===== src/rtl/iq_test_pattern_generator_assert.svh =====
// ----------------------------------------------------------------------------
// IQ test pattern generator assertion macros
// Shared concurrent assertion forms used by the generator's RTL modules.
// ----------------------------------------------------------------------------
`ifndef IQ_TEST_PATTERN_GENERATOR_ASSERT_SVH
`define IQ_TEST_PATTERN_GENERATOR_ASSERT_SVH

// Same-cycle implication, disabled while reset is asserted.
`define ITPG_ASSERT_NOW(lbl, clock, rstn, ante, cons, msg) \
	lbl: assert property (@(posedge clock) disable iff (!rstn) (ante) |-> (cons)) \
		else $error(msg);

// Next-cycle implication, disabled while reset is asserted.
`define ITPG_ASSERT_NEXT(lbl, clock, rstn, ante, cons, msg) \
	lbl: assert property (@(posedge clock) disable iff (!rstn) (ante) |=> (cons)) \
		else $error(msg);

`endif


===== src/rtl/itpg_pkg.sv =====
// ----------------------------------------------------------------------------
// itpg_pkg
// Types, register codes and constants shared by the IQ test pattern generator.
// ----------------------------------------------------------------------------
package itpg_pkg;

	// Fixed field widths and parameter defaults.
	localparam int SAMPLE_W         = 16;
	localparam int SAMPLE_BITS_DEF  = 16;
	localparam int PATTERN_BITS_DEF = 8;

	// Configuration port geometry.
	localparam int APB_ADDR_W = 5;
	localparam int APB_DATA_W = 32;
	localparam int REG_IDX_W  = APB_ADDR_W - 2;

	// Shared multiplier and divider sizes.
	localparam int MUL_A_W   = 31;
	localparam int MUL_B_W   = 16;
	localparam int MUL_P_W   = MUL_A_W + MUL_B_W;
	localparam int DIV_NUM_W = 31;
	localparam int DIV_DEN_W = 12;

	// Pattern pulse level, 0.3 in Q1.15.
	localparam logic [MUL_B_W-1:0] PATTERN_LEVEL = 16'd9830;
	localparam logic [3:0]          MAX_PLACES    = 4'd8;
	localparam logic [3:0]          SYNC_PULSES   = 4'd3;

	// Operating modes.
	localparam logic [1:0] MODE_BINARY   = 2'd0;
	localparam logic [1:0] MODE_SAWTOOTH = 2'd1;
	localparam logic [1:0] MODE_SQUARE   = 2'd2;
	localparam logic [1:0] MODE_RESERVED = 2'd3;

	// Register indexes (byte address divided by four).
	localparam logic [REG_IDX_W-1:0] REG_MODE            = 3'd0;
	localparam logic [REG_IDX_W-1:0] REG_PULSE_WIDTH     = 3'd1;
	localparam logic [REG_IDX_W-1:0] REG_PATTERN_CYCLE   = 3'd2;
	localparam logic [REG_IDX_W-1:0] REG_PATTERN_PLACES  = 3'd3;
	localparam logic [REG_IDX_W-1:0] REG_AMPLITUDE_I     = 3'd4;
	localparam logic [REG_IDX_W-1:0] REG_AMPLITUDE_Q     = 3'd5;
	localparam logic [REG_IDX_W-1:0] REG_AMPLITUDE_DC    = 3'd6;
	localparam logic [REG_IDX_W-1:0] REG_PHASE_IMBALANCE = 3'd7;

	// Register reset values.
	localparam logic [1:0]  RST_MODE            = MODE_BINARY;
	localparam logic [11:0] RST_PULSE_WIDTH     = 12'd150;
	localparam logic [8:0]  RST_PATTERN_CYCLE   = 9'd8;
	localparam logic [3:0]  RST_PATTERN_PLACES  = 4'd3;
	localparam logic [15:0] RST_AMPLITUDE_I     = 16'd127;
	localparam logic [15:0] RST_AMPLITUDE_Q     = 16'd127;
	localparam logic [15:0] RST_AMPLITUDE_DC    = 16'd0;
	localparam logic [15:0] RST_PHASE_IMBALANCE = 16'd0;

	// Configuration register set as seen by the datapath.
	typedef struct packed {
		logic [1:0]         mode;
		logic [11:0]        pulse_width;
		logic [8:0]         pattern_cycle;
		logic [3:0]         pattern_places;
		logic signed [15:0] amplitude_i;
		logic signed [15:0] amplitude_q;
		logic signed [15:0] amplitude_dc;
		logic signed [15:0] phase_imbalance;
	} cfg_t;

endpackage


===== src/rtl/itpg_regs.sv =====
// ----------------------------------------------------------------------------
// itpg_regs
// APB-style configuration register file of the IQ test pattern generator.
// ----------------------------------------------------------------------------
module itpg_regs (
	input  logic                            clk,
	input  logic                            arst_n,
	input  logic                            psel,
	input  logic                            penable,
	input  logic                            pwrite,
	input  logic [itpg_pkg::APB_ADDR_W-1:0] paddr,
	input  logic [itpg_pkg::APB_DATA_W-1:0] pwdata,
	output logic [itpg_pkg::APB_DATA_W-1:0] prdata,
	output logic                            pready,
	output itpg_pkg::cfg_t                  cfg
);
	import itpg_pkg::*;

	cfg_t                 cfg_q;
	logic                 wr_en;
	logic [REG_IDX_W-1:0] reg_idx;

	// Word index of the addressed register; the port never stalls.
	assign reg_idx = paddr[APB_ADDR_W-1:2];
	assign wr_en   = psel & penable & pwrite;
	assign pready  = 1'b1;
	assign cfg     = cfg_q;

	// Register writes in the access phase of a write transaction.
	always_ff @(posedge clk or negedge arst_n) begin
		if (!arst_n) begin
			cfg_q.mode            <= RST_MODE;
			cfg_q.pulse_width     <= RST_PULSE_WIDTH;
			cfg_q.pattern_cycle   <= RST_PATTERN_CYCLE;
			cfg_q.pattern_places  <= RST_PATTERN_PLACES;
			cfg_q.amplitude_i     <= RST_AMPLITUDE_I;
			cfg_q.amplitude_q     <= RST_AMPLITUDE_Q;
			cfg_q.amplitude_dc    <= RST_AMPLITUDE_DC;
			cfg_q.phase_imbalance <= RST_PHASE_IMBALANCE;
		end else if (wr_en) begin
			case (reg_idx)
				REG_MODE:            cfg_q.mode            <= pwdata[1:0];
				REG_PULSE_WIDTH:     cfg_q.pulse_width     <= pwdata[11:0];
				REG_PATTERN_CYCLE:   cfg_q.pattern_cycle   <= pwdata[8:0];
				REG_PATTERN_PLACES:  cfg_q.pattern_places  <= pwdata[3:0];
				REG_AMPLITUDE_I:     cfg_q.amplitude_i     <= pwdata[15:0];
				REG_AMPLITUDE_Q:     cfg_q.amplitude_q     <= pwdata[15:0];
				REG_AMPLITUDE_DC:    cfg_q.amplitude_dc    <= pwdata[15:0];
				REG_PHASE_IMBALANCE: cfg_q.phase_imbalance <= pwdata[15:0];
				default: ;
			endcase
		end
	end

	// Read data; signed registers come back sign-extended.
	always_comb begin
		case (reg_idx)
			REG_MODE:            prdata = {30'd0, cfg_q.mode};
			REG_PULSE_WIDTH:     prdata = {20'd0, cfg_q.pulse_width};
			REG_PATTERN_CYCLE:   prdata = {23'd0, cfg_q.pattern_cycle};
			REG_PATTERN_PLACES:  prdata = {28'd0, cfg_q.pattern_places};
			REG_AMPLITUDE_I:     prdata = {{16{cfg_q.amplitude_i[15]}}, cfg_q.amplitude_i};
			REG_AMPLITUDE_Q:     prdata = {{16{cfg_q.amplitude_q[15]}}, cfg_q.amplitude_q};
			REG_AMPLITUDE_DC:    prdata = {{16{cfg_q.amplitude_dc[15]}}, cfg_q.amplitude_dc};
			REG_PHASE_IMBALANCE: prdata = {{16{cfg_q.phase_imbalance[15]}},
				cfg_q.phase_imbalance};
			default:             prdata = '0;
		endcase
	end

endmodule


===== src/rtl/itpg_mul.sv =====
// ----------------------------------------------------------------------------
// itpg_mul
// Shared unsigned multiplier with a registered product.
// ----------------------------------------------------------------------------
module itpg_mul (
	input  logic                         clk,
	input  logic [itpg_pkg::MUL_A_W-1:0] a,
	input  logic [itpg_pkg::MUL_B_W-1:0] b,
	output logic [itpg_pkg::MUL_P_W-1:0] p
);
	import itpg_pkg::*;

	logic [MUL_P_W-1:0] prod_q;

	// One product per cycle, available on the following cycle.
	always_ff @(posedge clk) begin
		prod_q <= MUL_P_W'(a) * MUL_P_W'(b);
	end

	assign p = prod_q;

endmodule


===== src/rtl/itpg_div.sv =====
// ----------------------------------------------------------------------------
// itpg_div
// Restoring unsigned divider producing one quotient bit per cycle.
// ----------------------------------------------------------------------------
`include "iq_test_pattern_generator_assert.svh"

module itpg_div #(
	parameter int NUM_W = itpg_pkg::DIV_NUM_W,
	parameter int DEN_W = itpg_pkg::DIV_DEN_W
) (
	input  logic             clk,
	input  logic             arst_n,
	input  logic             start,
	input  logic [NUM_W-1:0] num,
	input  logic [DEN_W-1:0] den,
	output logic             done,
	output logic [NUM_W-1:0] quot
);
	import itpg_pkg::*;

	localparam int CNT_W = $clog2(NUM_W);

	logic             busy_q;
	logic             done_q;
	logic [CNT_W-1:0] cnt_q;
	logic [NUM_W-1:0] quot_q;
	logic [DEN_W-1:0] rem_q;
	logic [DEN_W-1:0] den_q;
	logic [DEN_W:0]   trial;
	logic             ge;

	// Shift the next dividend bit into the partial remainder and compare.
	assign trial = {rem_q, quot_q[NUM_W-1]};
	assign ge    = trial >= {1'b0, den_q};

	// Iteration control: NUM_W steps, then a one-cycle done pulse.
	always_ff @(posedge clk or negedge arst_n) begin
		if (!arst_n) begin
			busy_q <= 1'b0;
			done_q <= 1'b0;
			cnt_q  <= '0;
		end else if (start) begin
			busy_q <= 1'b1;
			done_q <= 1'b0;
			cnt_q  <= CNT_W'(NUM_W - 1);
		end else if (busy_q) begin
			if (cnt_q == '0) begin
				busy_q <= 1'b0;
				done_q <= 1'b1;
			end else begin
				cnt_q <= cnt_q - 1'b1;
			end
		end else begin
			done_q <= 1'b0;
		end
	end

	// Dividend shifts out at the top while quotient bits enter at the bottom.
	always_ff @(posedge clk) begin
		if (start) begin
			quot_q <= num;
			rem_q  <= '0;
			den_q  <= den;
		end else if (busy_q) begin
			quot_q <= {quot_q[NUM_W-2:0], ge};
			rem_q  <= ge ? DEN_W'(trial - {1'b0, den_q}) : trial[DEN_W-1:0];
		end
	end

	assign done = done_q;
	assign quot = quot_q;

	`ITPG_ASSERT_NOW(a_div_no_restart_busy, clk, arst_n, start, !busy_q,
		"divider started while a division is in progress")
	`ITPG_ASSERT_NOW(a_div_den_nonzero, clk, arst_n, start, den != '0,
		"divider started with a zero divisor")

endmodule


===== src/rtl/iq_test_pattern_generator.sv =====
// ----------------------------------------------------------------------------
// iq_test_pattern_generator
// Test sample source with framed binary, sawtooth and square wave modes.
// ----------------------------------------------------------------------------
// Each accepted input transaction is one tick and yields at most one I/Q sample
// on the output channel. One item is processed at a time and in_ready is low
// while it is in work; a finished sample waits in the output register, so the
// next tick can be taken while it is still pending. Square mode runs the phase
// product, result and delivery states; binary mode adds the pulse boundary scan
// (one add and compare of the pulse width per cycle, up to pulse P + 3, P being
// the clamped place count) and the I and Q products, and its silent pulse skips
// delivery. Sawtooth mode makes two passes through the shared restoring divider
// at one quotient bit per cycle. Mode 3 ticks leave the sequencer idle. All
// products go through one shared multiplier with a registered output.
// ----------------------------------------------------------------------------
`include "iq_test_pattern_generator_assert.svh"

module iq_test_pattern_generator #(
	parameter int SAMPLE_BITS  = itpg_pkg::SAMPLE_BITS_DEF,
	parameter int PATTERN_BITS = itpg_pkg::PATTERN_BITS_DEF
) (
	input  logic                            clk,
	input  logic                            arst_n,
	input  logic                            psel,
	input  logic                            penable,
	input  logic                            pwrite,
	input  logic [itpg_pkg::APB_ADDR_W-1:0] paddr,
	input  logic [itpg_pkg::APB_DATA_W-1:0] pwdata,
	output logic [itpg_pkg::APB_DATA_W-1:0] prdata,
	output logic                            pready,
	input  logic                            in_valid,
	output logic                            in_ready,
	input  logic                            restart,
	output logic                            out_valid,
	input  logic                            out_ready,
	output logic signed [itpg_pkg::SAMPLE_W-1:0] i_sample,
	output logic signed [itpg_pkg::SAMPLE_W-1:0] q_sample
);
	import itpg_pkg::*;

	typedef enum logic [10:0] {
		S_IDLE = 11'b00000000001,
		S_MPQ  = 11'b00000000010,
		S_PQ   = 11'b00000000100,
		S_SCAN = 11'b00000001000,
		S_MI   = 11'b00000010000,
		S_MQ   = 11'b00000100000,
		S_MR   = 11'b00001000000,
		S_DIVI = 11'b00010000000,
		S_DIVQ = 11'b00100000000,
		S_FIN  = 11'b01000000000,
		S_DONE = 11'b10000000000
	} state_t;

	function automatic logic [15:0] abs16(input logic [15:0] x);
		return x[15] ? 16'(~x + 16'd1) : x;
	endfunction

	function automatic logic [15:0] cneg16(input logic neg, input logic [15:0] x);
		return neg ? 16'(~x + 16'd1) : x;
	endfunction

	cfg_t cfg;

	state_t         state_q;
	logic [15:0]    sample_cnt_q;
	logic [7:0]     frame_cnt_q;
	logic [15:0]    acc_q;
	logic [3:0]     r_q;
	logic [30:0]    pq_q;
	logic [30:0]    pi_q;
	logic [30:0]    pqq_q;
	logic [15:0]    qi_q;
	logic [15:0]    qq_q;
	logic           res_has_q;
	logic [15:0]    res_i_q;
	logic [15:0]    res_q_q;
	logic           out_valid_q;
	logic [15:0]    i_sample_q;
	logic [15:0]    q_sample_q;

	logic [11:0]          w_eff;
	logic [3:0]           p_eff;
	logic [8:0]           cyc_eff;
	logic [3:0]           r_last;
	logic                 mode_bin;
	logic                 mode_saw;
	logic [16:0]          d;
	logic                 d_neg;
	logic [16:0]          d_mag;
	logic [15:0]          ph_mag;
	logic [15:0]          aq_mag;
	logic [15:0]          ai_mag;
	logic                 s_pq;
	logic [16:0]          k1;
	logic                 scan_stop;
	logic                 wrap;
	logic                 accept;
	logic                 out_free;
	logic [MUL_A_W-1:0]   mul_a;
	logic [MUL_B_W-1:0]   mul_b;
	logic [MUL_P_W-1:0]   mul_p;
	logic                 div_start;
	logic [DIV_NUM_W-1:0] div_num;
	logic                 div_done;
	logic [DIV_NUM_W-1:0] div_quot;
	logic                 fin_has;
	logic [15:0]          fin_i;
	logic [15:0]          fin_q;
	logic [3:0]           pat_idx;
	logic                 pat_bit;
	logic signed [SAMPLE_BITS-1:0] wrap_i;
	logic signed [SAMPLE_BITS-1:0] wrap_q;

	// Configuration registers.
	itpg_regs u_regs (
		.clk     (clk),
		.arst_n  (arst_n),
		.psel    (psel),
		.penable (penable),
		.pwrite  (pwrite),
		.paddr   (paddr),
		.pwdata  (pwdata),
		.prdata  (prdata),
		.pready  (pready),
		.cfg     (cfg)
	);

	// Clamped configuration and per-tick operands.
	assign w_eff    = (cfg.pulse_width == '0) ? 12'd1 : cfg.pulse_width;
	assign p_eff    = (cfg.pattern_places > MAX_PLACES) ? MAX_PLACES : cfg.pattern_places;
	assign cyc_eff  = (cfg.pattern_cycle == '0) ? 9'd1 : cfg.pattern_cycle;
	assign r_last   = SYNC_PULSES + p_eff;
	assign mode_bin = (cfg.mode == MODE_BINARY);
	assign mode_saw = (cfg.mode == MODE_SAWTOOTH);
	assign d        = {5'd0, w_eff} - {1'b0, sample_cnt_q};
	assign d_neg    = d[16];
	assign d_mag    = d_neg ? 17'(~d + 17'd1) : d;
	assign ph_mag   = abs16(cfg.phase_imbalance);
	assign aq_mag   = abs16(cfg.amplitude_q);
	assign ai_mag   = abs16(cfg.amplitude_i);
	assign s_pq     = cfg.phase_imbalance[15] ^ cfg.amplitude_q[15];
	assign k1       = {1'b0, sample_cnt_q} + 17'd1;

	// Handshake.
	assign in_ready  = (state_q == S_IDLE);
	assign accept    = in_valid & in_ready;
	assign out_free  = !out_valid_q || out_ready;
	assign out_valid = out_valid_q;
	assign i_sample  = i_sample_q;
	assign q_sample  = q_sample_q;

	// Pulse boundary scan ends at the pulse holding k or at the silent pulse.
	assign scan_stop = (sample_cnt_q < acc_q) || (r_q == r_last);

	// Shared multiplier operand selection.
	always_comb begin
		mul_a = '0;
		mul_b = '0;
		case (state_q)
			S_MPQ: begin
				mul_a = MUL_A_W'(ph_mag);
				mul_b = aq_mag;
			end
			S_MI: begin
				mul_a = MUL_A_W'(ai_mag);
				mul_b = mode_bin ? PATTERN_LEVEL : d_mag[15:0];
			end
			S_MQ: begin
				mul_a = pq_q;
				mul_b = mode_bin ? PATTERN_LEVEL : d_mag[15:0];
			end
			default: ;
		endcase
	end

	itpg_mul u_mul (
		.clk (clk),
		.a   (mul_a),
		.b   (mul_b),
		.p   (mul_p)
	);

	// Sawtooth divides first the I product, then the scaled Q product.
	assign div_start = ((state_q == S_MR) && mode_saw) || ((state_q == S_DIVI) && div_done);
	assign div_num   = (state_q == S_MR) ? pi_q : pqq_q;

	itpg_div #(
		.NUM_W (DIV_NUM_W),
		.DEN_W (DIV_DEN_W)
	) u_div (
		.clk    (clk),
		.arst_n (arst_n),
		.start  (div_start),
		.num    (div_num),
		.den    (w_eff),
		.done   (div_done),
		.quot   (div_quot)
	);

	// Sample selection from the gathered magnitudes and signs.
	always_comb begin
		fin_has = 1'b0;
		fin_i   = cfg.amplitude_dc;
		fin_q   = '0;
		pat_idx = r_q - SYNC_PULSES;
		pat_bit = (int'(pat_idx) < PATTERN_BITS) && frame_cnt_q[pat_idx[2:0]];
		case (cfg.mode)
			MODE_BINARY: begin
				fin_has = (r_q < r_last);
				if (r_q == 4'd1) begin
					fin_i = 16'(cfg.amplitude_i + cfg.amplitude_dc);
					fin_q = cneg16(s_pq, pq_q[30:15]);
				end else if ((r_q >= SYNC_PULSES) && pat_bit) begin
					fin_i = 16'(cneg16(cfg.amplitude_i[15], pi_q[30:15]) + cfg.amplitude_dc);
					fin_q = cneg16(s_pq, pqq_q[15:0]);
				end
			end
			MODE_SAWTOOTH: begin
				fin_has = 1'b1;
				fin_i   = 16'(cneg16(d_neg ^ cfg.amplitude_i[15], qi_q) + cfg.amplitude_dc);
				fin_q   = cneg16(d_neg ^ s_pq, qq_q);
			end
			MODE_SQUARE: begin
				fin_has = 1'b1;
				if (sample_cnt_q < {4'd0, w_eff}) begin
					fin_i = 16'(cfg.amplitude_i + cfg.amplitude_dc);
					fin_q = cneg16(s_pq, pq_q[30:15]);
				end
			end
			default: fin_has = 1'b0;
		endcase
	end

	// Counter wrap condition for the current mode.
	always_comb begin
		case (cfg.mode)
			MODE_BINARY:   wrap = (r_q == r_last) && (k1 >= {1'b0, acc_q});
			MODE_SAWTOOTH: wrap = k1 >= {5'd0, w_eff};
			MODE_SQUARE:   wrap = k1 >= {4'd0, w_eff, 1'b0};
			default:       wrap = 1'b0;
		endcase
	end

	// Wrap to the configured sample width, then sign-extend.
	assign wrap_i = fin_i[SAMPLE_BITS-1:0];
	assign wrap_q = fin_q[SAMPLE_BITS-1:0];

	// Sequencer and counters.
	always_ff @(posedge clk or negedge arst_n) begin
		if (!arst_n) begin
			state_q      <= S_IDLE;
			sample_cnt_q <= '0;
			frame_cnt_q  <= '0;
		end else begin
			case (state_q)
				S_IDLE: begin
					if (accept) begin
						if (restart) begin
							sample_cnt_q <= '0;
							frame_cnt_q  <= '0;
						end
						if (cfg.mode != MODE_RESERVED) begin
							state_q <= S_MPQ;
						end
					end
				end
				S_MPQ: state_q <= S_PQ;
				S_PQ: begin
					case (cfg.mode)
						MODE_BINARY:   state_q <= S_SCAN;
						MODE_SAWTOOTH: state_q <= S_MI;
						MODE_SQUARE:   state_q <= S_FIN;
						default:       state_q <= S_IDLE;
					endcase
				end
				S_SCAN: begin
					if (scan_stop) begin
						state_q <= S_MI;
					end
				end
				S_MI: state_q <= S_MQ;
				S_MQ: state_q <= S_MR;
				S_MR: state_q <= mode_saw ? S_DIVI : S_FIN;
				S_DIVI: begin
					if (div_done) begin
						state_q <= S_DIVQ;
					end
				end
				S_DIVQ: begin
					if (div_done) begin
						state_q <= S_FIN;
					end
				end
				S_FIN: begin
					if (wrap) begin
						sample_cnt_q <= '0;
						if (mode_bin) begin
							frame_cnt_q <= ({1'b0, frame_cnt_q} + 9'd1 < cyc_eff) ?
								frame_cnt_q + 8'd1 : 8'd0;
						end
					end else begin
						sample_cnt_q <= k1[15:0];
					end
					state_q <= fin_has ? S_DONE : S_IDLE;
				end
				S_DONE: begin
					if (out_free) begin
						state_q <= S_IDLE;
					end
				end
				default: state_q <= S_IDLE;
			endcase
		end
	end

	// Working registers of the datapath.
	always_ff @(posedge clk) begin
		case (state_q)
			S_PQ: begin
				pq_q  <= mul_p[MUL_A_W-1:0];
				acc_q <= {4'd0, w_eff};
				r_q   <= '0;
			end
			S_SCAN: begin
				if (!scan_stop) begin
					acc_q <= acc_q + {4'd0, w_eff};
					r_q   <= r_q + 4'd1;
				end
			end
			S_MQ: pi_q <= mul_p[MUL_A_W-1:0];
			S_MR: pqq_q <= mode_bin ? MUL_A_W'(mul_p >> 30) : MUL_A_W'(mul_p >> 15);
			S_DIVI: begin
				if (div_done) begin
					qi_q <= div_quot[15:0];
				end
			end
			S_DIVQ: begin
				if (div_done) begin
					qq_q <= div_quot[15:0];
				end
			end
			S_FIN: begin
				res_has_q <= fin_has;
				res_i_q   <= SAMPLE_W'(wrap_i);
				res_q_q   <= SAMPLE_W'(wrap_q);
			end
			default: ;
		endcase
	end

	// Output register valid flag.
	always_ff @(posedge clk or negedge arst_n) begin
		if (!arst_n) begin
			out_valid_q <= 1'b0;
		end else if ((state_q == S_DONE) && out_free && res_has_q) begin
			out_valid_q <= 1'b1;
		end else if (out_ready) begin
			out_valid_q <= 1'b0;
		end
	end

	// Output register payload.
	always_ff @(posedge clk) begin
		if ((state_q == S_DONE) && out_free) begin
			i_sample_q <= res_i_q;
			q_sample_q <= res_q_q;
		end
	end

	`ITPG_ASSERT_NEXT(a_busy_after_accept, clk, arst_n,
		accept && (cfg.mode != MODE_RESERVED), !in_ready,
		"input accepted but block did not go busy")
	`ITPG_ASSERT_NOW(a_out_from_done, clk, arst_n, $rose(out_valid_q),
		$past(state_q == S_DONE), "output loaded outside the delivery state")
	`ITPG_ASSERT_NOW(a_div_done_expected, clk, arst_n, div_done,
		(state_q == S_DIVI) || (state_q == S_DIVQ),
		"divider finished while the sequencer was not waiting for it")

endmodule


===== config.mk =====
export PLATFORM = sky130hd
export DESIGN_NAME = iq_test_pattern_generator
export DESIGN_NICKNAME = d
export VERILOG_FILES = /design/src/rtl/itpg_pkg.sv /design/src/rtl/itpg_regs.sv /design/src/rtl/itpg_mul.sv /design/src/rtl/itpg_div.sv /design/src/rtl/iq_test_pattern_generator.sv
export VERILOG_INCLUDE_DIRS = /design/src /design/src/rtl
export SDC_FILE = /design/constraint.sdc
export NUM_CORES = 2
export LEC_CHECK = 0
export BUFFER_PORTS_ARGS = -buffer_cell sky130_fd_sc_hd__buf_2
export CAP_MARGIN = 10
export CORE_ASPECT_RATIO = 1.75
export CORE_MARGIN = 10
export CORE_UTILIZATION = 50
export DETAILED_ROUTE_END_ITERATION = 7
export PLACE_DENSITY_LB_ADDON = 0.25
export SLEW_MARGIN = 5
export SYNTH_ARGS = -nofsm -noshare
export SYNTH_HDL_FRONTEND = slang
export SYNTH_SLANG_ARGS = --single-unit

===== constraint.sdc =====
create_clock -name clk -period 9.45 [get_ports clk]
set_clock_uncertainty 0.05 [all_clocks]
set_input_delay 1.89 -clock clk [delete_from_list [all_inputs] [get_ports clk]]
set_output_delay 1.89 -clock clk [all_outputs]
set_load 0.02 [all_outputs]

==> impl_results.md <==
* Metal1 wirelength at 43,900 µm
* Final Util at 57.8%
* Static Leak at 22.1 nW
* Die Wd at between 200 and 250 µm
* Async SR Flop Fraction at 30.0%
* Hold WS at 0.365 ns
* Global-route wire length before repair at 208,000 µm
* Pwr Density at 160 nW/µm²
* Yosys cell types at 93
* Fin crit period at 9.80 ns
* Fin. max-slew vios at 0
* HPWL after DPL at 109,000 µm
* CTS tree: done
* Initial antenna violation count at 2
* Total congestion overflow at 0
* Synth Register Bits at about 450
* Slew margin rel. at 16.2%
* Max cap viols at 0
* Sequential area share after synthesis at 28.8%
* Die Ht at between 400 and 500 µm
* N_diodes at 0
* Run status: complete, but fails checks
* Most frequent cells in the layout: 610 x inv_1, 539 x nand2_1, 404 x fa_1
* Arrival time of the worst setup path at 10.25 ns
* Gr usage total at 28.2%
* Number of flops mapped to enable cells by yosys at 253
* Crit-path most repeated cell: fa_1
* Yosys Warn Count at 0
* Post-Place Worst Slack at -0.710 ns
* Hold-critical path depth at 0
* Remaining DRCs at 0
* Min-delay worst type: flop to flop
* Max frequency at 0.102 GHz
* Final instance area at around 49,000 µm²
* Die footprint at 97,000 µm²
* Antenna viol nets, final at 0
* Commonest non-fill, non-tap cell in the layout: inv_1
* Worst slew pin tran at approximately 1.3 ns
* Total Wirelength at approximately 140,000 µm
* TritonRoute pass-1 iters at 7
* Mapped cell area at between 40,000 and 50,000 µm²
* Initial Util at 50.2%
* RSZ-0062 raised after global routing: yes
* Fill count at 7,294
* TritonCTS buffer count at 40
* Layout cell share with drive strength beyond 1 at 17.7%
* Gpl congestion at about 1
* DP Area at 46,000 µm²
* Io pins at approximately 110
* Row count at between 100 and 150
* Fin crit share at 104%
* DR top layer: met5
* WL met2 at 71,000 µm
* Longest Clk Path Bufs at 3
* Syn Inst Count at 4,449
* Failing checks: negative setup slack
* Reg clk slew, reported paths at approximately 0.070 ns
* Skew-Pair Late Insertion Delay at 0.62 ns
* H-tree Lvls at 2
* Mapped Avg Cell Area at approximately 9.5 µm²
* CP required at a little under 10 ns
* WL/cell at about 23 µm
* Clk sink count at approximately 450
* Final net count at about 5,500
* Root buf cell: clkbuf_16
* Vias in the first global route at 36,300
* Power, Total at 7.79 mW
* Final setup TNS at -3.66 ns
* R2R depth at 39
* Largest net degree at the start of global routing at 76
* Final worst slack at -0.354 ns
* Crit path largest cell delay at 0.56 ns
* Crit Path Max Fanout at 5
* CORE AREA at 84,200 µm²
* Avg Vias per Cell at 5.82
* # setup viols final at 16
* Detailed router's first-iteration violation count at approximately 2,200
* Routed met3 length at 6060 µm
* Critical Path Sink Type: flop
* WS Path Type: flop to flop
* Dpl cells at 5,739
* Area Overhead vs Synth at 15.0%
* Mapped Nets at between 5,000 and 6,000
* Crit start category: flop
* Final hold violations at 0
* CP max-delay cell: dfstp_2
* Post-synth top flop: edfxtp_1
* Number of port buffers at 92
* Non-Filler Instances at 5,859
* Via count at 34,100
* Max VDD drop at 0.150 mV
==> critical path: cells and delay by family, from the launching register on <==
kind	cells	cell delay (ns)
fa+ha+maj	9	3.76
compound gates	14	2.88
simple gates	6	1.39
buf+inv	9	0.89
flops	1	0.56
xor+xnor	1	0.16
==> cell usage after synthesis (71+ instances only) <==
| master | n | area [µm²] |
|---|---|---|
| ha_1 | 291 | 3640 |
| nand2_1 | 549 | 2060 |
| mux2_2 | 91 | 1020 |
| clkbuf_1 | 161 | 604 |
| dfrtp_1 | 112 | 2800 |
| edfxtp_1 | 253 | 7600 |
| a21o_1 | 71 | 533 |
| a21oi_1 | 200 | 1000 |
| xor2_1 | 110 | 963 |
| o21ai_0 | 202 | 1010 |
| inv_1 | 631 | 2370 |
| nor2_1 | 271 | 1020 |
| xnor2_1 | 141 | 1230 |
| nor2b_1 | 74 | 463 |
| fa_1 | 410 | 8210 |
==> power by group <==
part | leakage [nW] | internal, mW | switching [mW]
Combinational | 17.0 | 1.40 | 2.11
Sequential | 4.47 | 2.24 | 0.235
Clock | 0.704 | 0.965 | 0.830
Total | 22.1 | 4.61 | 3.18
==> repair_timing <==
| item | CTS | global route |
|---|---|---|
| gates cloned | 0 | 1 |
| resized for setup | 95 | 116 |
| setup buffers | 26 | 24 |
| pin swaps | 59 | 79 |
| setup endpoints to repair | 23 | 29 |
| hold buffers | 0 | 0 |
==> worst paths after layout <==
check	startpoint	endpoint	slack, ns
worst min-delay path	res_q_q[13]	q_sample[13]	0.37
worst max-delay path	u_regs.cfg[78]	u_mul.p[32]	-0.35
min in group asynchronous	arst_n	frame_cnt_q[0]	1.23
worst max register to register	u_regs.cfg[78]	u_mul.p[32]	-0.35
worst min register to register	res_q_q[13]	q_sample[13]	0.37
max in group asynchronous	arst_n	u_div.cnt_q[3]	6.70
==> sequential cells by signal, indices dropped and copies added (netlist names), 8 cells and up <==
signal / cells
qq_q: 16
u_div.den_q: 12
i_sample: 16
acc_q: 16
pi_q: 31
u_regs.cfg: 91
qi_q: 16
u_div.rem_q: 12
sample_cnt_q: 16
pqq_q: 31
state_q: 11
u_div.quot: 31
pq_q: 31
res_i_q: 16
u_mul.p: 47
frame_cnt_q: 8
res_q_q: 16
q_sample: 16
==> metal layers <==
layer  global-route usage (%)  vias up
li1                         -    15500
met1                     26.9    17000
met4                     26.1        2
met3                     3.54      554
met2                     51.6     1125
met5                        0        -
==> cells by family (layout without fill, tap and decap cells) <==
| group | Yosys count | count (layout) | share of synthesized area, % |
|---|---|---|---|
| buffers and inverters | 837 | 1175 | 7.63 |
| adder cells (fa/ha/maj) | 701 | 701 | 28.0 |
| flip-flops | 446 | 446 | 28.8 |
| multiplexers | 146 | 146 | 4.17 |
| other | 1 | 1 | 0.00887 |
| AO/OA/AOI/OAI | 786 | 786 | 12.1 |
| AND/OR/NAND/NOR | 1281 | 1281 | 14.1 |
| XOR/XNOR | 251 | 251 | 5.20 |
==> area by class of cell <==
type | instances | area, µm² | share of cell area, %
clock inverter | 23 | 303 | 0.623
tap | 1072 | 1340 | 2.76
clock buffer | 51 | 1140 | 2.34
inverter | 632 | 2370 | 4.89
multi-input combinational | 3166 | 27700 | 57.0
sequential | 446 | 12200 | 25.0
timing repair buffer | 469 | 3580 | 7.36
Note: power is estimated with default switching activity, not from simulation.
